<file path="src/ffpa_ram.sv">
`timescale 1ns / 1ps
module ffpa_ram #(
   parameter int WIDTH = 64,
   parameter int DEPTH = 64
) (
   input  logic                     clock,
   input  logic                     wr_en,
   input  logic [$clog2(DEPTH)-1:0] wr_addr,
   input  logic [WIDTH-1:0]         wr_data,
   input  logic [$clog2(DEPTH)-1:0] rd_addr,
   output logic [WIDTH-1:0]         rd_data
);
   logic [WIDTH-1:0] mem [DEPTH];

   // one write and one registered read per cycle
   always_ff @(posedge clock) begin
      if (wr_en) begin
         mem[wr_addr] <= wr_data;
      end
      rd_data <= mem[rd_addr];
   end
endmodule

</file>
<file path="config.mk">
export PLATFORM = sky130hd
export DESIGN_NAME = ffpa_ram
export DESIGN_NICKNAME = d
export VERILOG_FILES = /design/src/ffpa_ram.sv
export SDC_FILE = /design/constraint.sdc
export NUM_CORES = 2
export LEC_CHECK = 0
export BUFFER_PORTS_ARGS = -buffer_cell sky130_fd_sc_hd__buf_4
export CAP_MARGIN = 10
export CORE_ASPECT_RATIO = 1.1
export CORE_MARGIN = 10
export CORE_UTILIZATION = 58
export DETAILED_ROUTE_END_ITERATION = 10
export PLACE_DENSITY = 0.74
export SLEW_MARGIN = 0
export SYNTH_ARGS = -nofsm -noshare
export SYNTH_HDL_FRONTEND = slang
export SYNTH_SLANG_ARGS = --single-unit
</file>
<file path="constraint.sdc">
create_clock -name clock -period 7.06 [get_ports clock]
set_clock_uncertainty 0.05 [all_clocks]
set_input_delay 0.706 -clock clock [delete_from_list [all_inputs] [get_ports clock]]
set_output_delay 0.706 -clock clock [all_outputs]
set_load 0.02 [all_outputs]
</file>
# Word level (Yosys, flattened, before mapping)

Memories as Yosys holds them, arrays and structs flattened. A register that Yosys moved wholly into a read port is not among the register bits.
Index checks and enable logic that the tools add are counted.

Logic and storage cells: 3
Output and inout bits: 64
Flip-flop bits (word level): 0
Memories: 1
RAM bits: 4096
Input bits: 78

Memories:

| name | depth | width | read ports | clocked after memory_dff | wr ports | line | text |
|---|---|---|---|---|---|---|---|
| mem  | 64    | 64    | 1          | 1                        | 1        | 13   | `logic [WIDTH-1:0] mem [DEPTH];` |

Multiplexer cells: 2

Operators by type and width:

| operator | number |
|---|---|
| $mux W1  | 2 |

# Depth between registers and ports, before layout

Depth after elaboration: 2
Gate-level depth with buffers: 9
Depth with buffers taken out: 5

# Worst setup path before layout

Ideal clock, no wire load.

Path type: input -> register
Start point: input port wr_addr[3]
End point: memory mem[48][0] (enable)
Cell stages on the path: 4
Setup time: 564 ps
Path slack: 868 ps
Buffers on the path: 1
Data arrival time: 5578 ps
Required time: 6446 ps
Cells stage by stage: clkbuf_1 > nor2b_1 > nand4b_1 > nor3_1

RTL lines:

| element     | line | text |
|---|---|---|
| from (decl) | 8    | `input logic [$clog2(DEPTH)-1:0] wr_addr,` |
| to (decl)   | 13   |  |

Straight into the memory's write port.

==> impl_metrics.toml <==
[power]
pwr-share-clk_pct = 40.6
swShare_pct = 20.85
combinationalPowerShare_pct = 4.7
p_per_area_mw_per_mm2 = 287.1
intPower_mw = 39.71
power_frac_seq_pct = 54.8
ir_drop_uv = 278.5
p_leak_nw = 54.36
netSwitchingPower_mw = 10.46

[setup_path]
r2r_cells = 5
cp-end-kind = "flop"
critPathArrivalTime_ns = 3.95
critPathMaxStageDelay_ns = 0.68
timing.rr.start = "mem[10][63]"
criticalPathCategory = "input pin to flop"
crit_fanout = 133
start_kind = "input pin"
crit_chain = "buf_8 > buf_12 > buf_4 > mux4_2 > mux2i_1 > nand2_1 > a41oi_1 > a211oi_1"
rr_endpoint = "rd_data[63]"
regToRegSetupSlack_ns = 4.94
slowest_stage = "buf_4"
crit_required_ns = 7.76

[yosys]
synth_common_cells = "edfxtp_1, mux4_2, buf_2, a22oi_1, clkbuf_1"
yosysTopAreaCellShare_pct = 78.67
synthArstFlopShare_pct = 0
yosysWarnings = 0
ys_ff_latch = 4160
synth_top_cell_by_area = "edfxtp_1"
syn_area_per_cell_um2 = 23.70
synth_edf_count = 4096
ys_types = 33
ys_top_cells_by_area = "edfxtp_1, mux4_2, mux2i_1, dfxtp_1, a22oi_1"
netlist_instances = 6598
synth.most_common_cell = "edfxtp_1"
synth_ff_type = "edfxtp_1"
synth_area_mm2 = 0.1563
seq_area_frac_synth_pct = 79.49
syn_nets = 6676

[floorplan]
fp.dieW_um = 515.0
ios = 142
start_util_pct = 58.41
fp-row-count = 199
die-area_mm2 = 0.2908
die_h_um = 564.5
core_mm2 = 0.2677

[clock_tree]
cts_tree = "yes"
path_clk_slew_ns = 0.06
clock_path_buffers = 4
cts_htree_levels = 5
cts_setup_buffers = 0
cts_resized = 0
clock_latency_ns = 0.92
cts_root_buffer = "clkbuf_16"
numCtsBuffers = 385
hold_buffers = 0
cts.sinks = 4160

[run]
maxCapViolations = 0

[hold_path]
hp-start = "wr_data[38]"
hold_path_class = "input pin to flop"
holdPathStages = 1
hold_end = "mem[29][38]"

[final_layout]
final_nets = 7015
drive_above_1_share_pct = 27.55
fin_cells = 10780
syn_to_final_growth_pct = 11.75
fillers = 16180

[timing]
setup-tns-final_ns = 0
finalCriticalPeriod_ns = 3.254
fin_crit_sh_pct = 46.09
slew_headroom_pct = 10.99
rsz0062_at_grt = "false"
maxSlewViolCount = 0
holdWs_ns = 0.2573
fmax_ghz = 0.3073
setup_violations = 0
worst_pin_slew_ns = 1.332
hold_viol = 0

[route]
via_per_inst = 7.070
routed_wl_um = 412300
avgRoutedWirePerCell_um = 38.23
drt_iter0_drc = 11520
drc = 0
ant_nets = 0
num_vias = 76240
dr.pass1.iters = 6

[global_routing]
grt_start_max_net_pins = 134
grt_pass1_vias = 76960
grt_pass1_wl_um = 583300
grt-ovfl-total = 0
grtUsageTotal_pct = 28.27
antenna_found_initial = 24

[outcome]
outcome = "finished, final reports clean"

[place]
placed_cells = 10070
gp_congestion = 0.7875
hpwlAfterDp_um = 207400
port_buffers = 141
==> through the flow <==
stage               power [mW]  cell area, um2  util [%]  worst slack (ns)
global route             51.37          174700     65.27             3.579
floorplan                29.26          156300         -            0.8680
finish                   50.16          174700     65.28             3.806
global placement         30.26          162400     60.68             2.951
detailed placement       30.32          162400     60.68             2.924
CTS                      50.32          174600     65.24             3.835
==> critical path, delay by kind of cell <==
family | cells | cell delay [ns]
buf+inv | 3 | 1.67
compound gates | 2 | 0.34
mux | 2 | 0.57
simple gates | 1 | 0.08
==> layer usage <==
metal	track usage [%]	vias to the layer above	share of wire, %
met5	0	-	0.030
met4	11.81	20	5.0
met3	5.822	1014	12
met2	44.82	5656	48
met1	39.00	40440	35
li1	-	29110	-
==> registers in the layout, summed over array words and instances, names as in the netlist <==
name,flops
mem,4096
rd_data,64
==> how the worst max path moves through the flow <==
stage | startpoint | slack [ns] | end | depth (start not counted)
floorplan | wr_addr[3] | 0.87 | mem[48][0] | 4
detailed placement | rd_addr[0] | 2.92 | rd_data[19] | 7
global placement | rd_addr[1] | 2.95 | rd_data[58] | 8
CTS | rd_addr[0] | 3.84 | rd_data[20] | 8
finish | rd_addr[1] | 3.81 | rd_data[58] | 8
global route | rd_addr[0] | 3.58 | rd_data[20] | 8
==> cells by family after synthesis <==
logic type	count (synthesis)	synth area share [%]
AOI/OAI and AO/OA	504	2.477
buffers and inverters	389	1.180
DFF	4160	79.49
muxes	1159	15.61
and+or+nand+nor	386	1.240
==> power groups by stage <==
stage	Combinational, mW	Clock (mW)	Sequential [mW]
CTS	2.35	20.5	27.5
global placement	2.27	0	28.0
detailed placement	2.33	0	28.0
finish	2.34	20.3	27.5
global route	2.47	21.4	27.5
floorplan	1.27	0	28.0
==> layout by cell type (no fill, tap or decap), types with 75 or more instances in the layout <==
cell type and instances:
mux2i_1 135, a22oi_1 168, mux4_2 1024, clkbuf_1 92, o22ai_1 83, clkinv_2 75
a22o_1 88, buf_4 282, clkbuf_16 390, edfxtp_1 4096
==> layout make-up <==
cell class / count / area (um2) / area share, %
well taps: 3517 / 4400 / 2.519
repair buffers: 322 / 2923 / 1.673
inverters: 19 / 71.32 / 0.04082
multi-input cells: 2049 / 30780 / 17.62
flip-flops and latches: 4160 / 124300 / 71.13
clock inverters: 201 / 1876 / 1.073
diodes: 16 / 40.04 / 0.02292
clock buffers: 500 / 10350 / 5.925
Power figures use the tool's default switching activity.
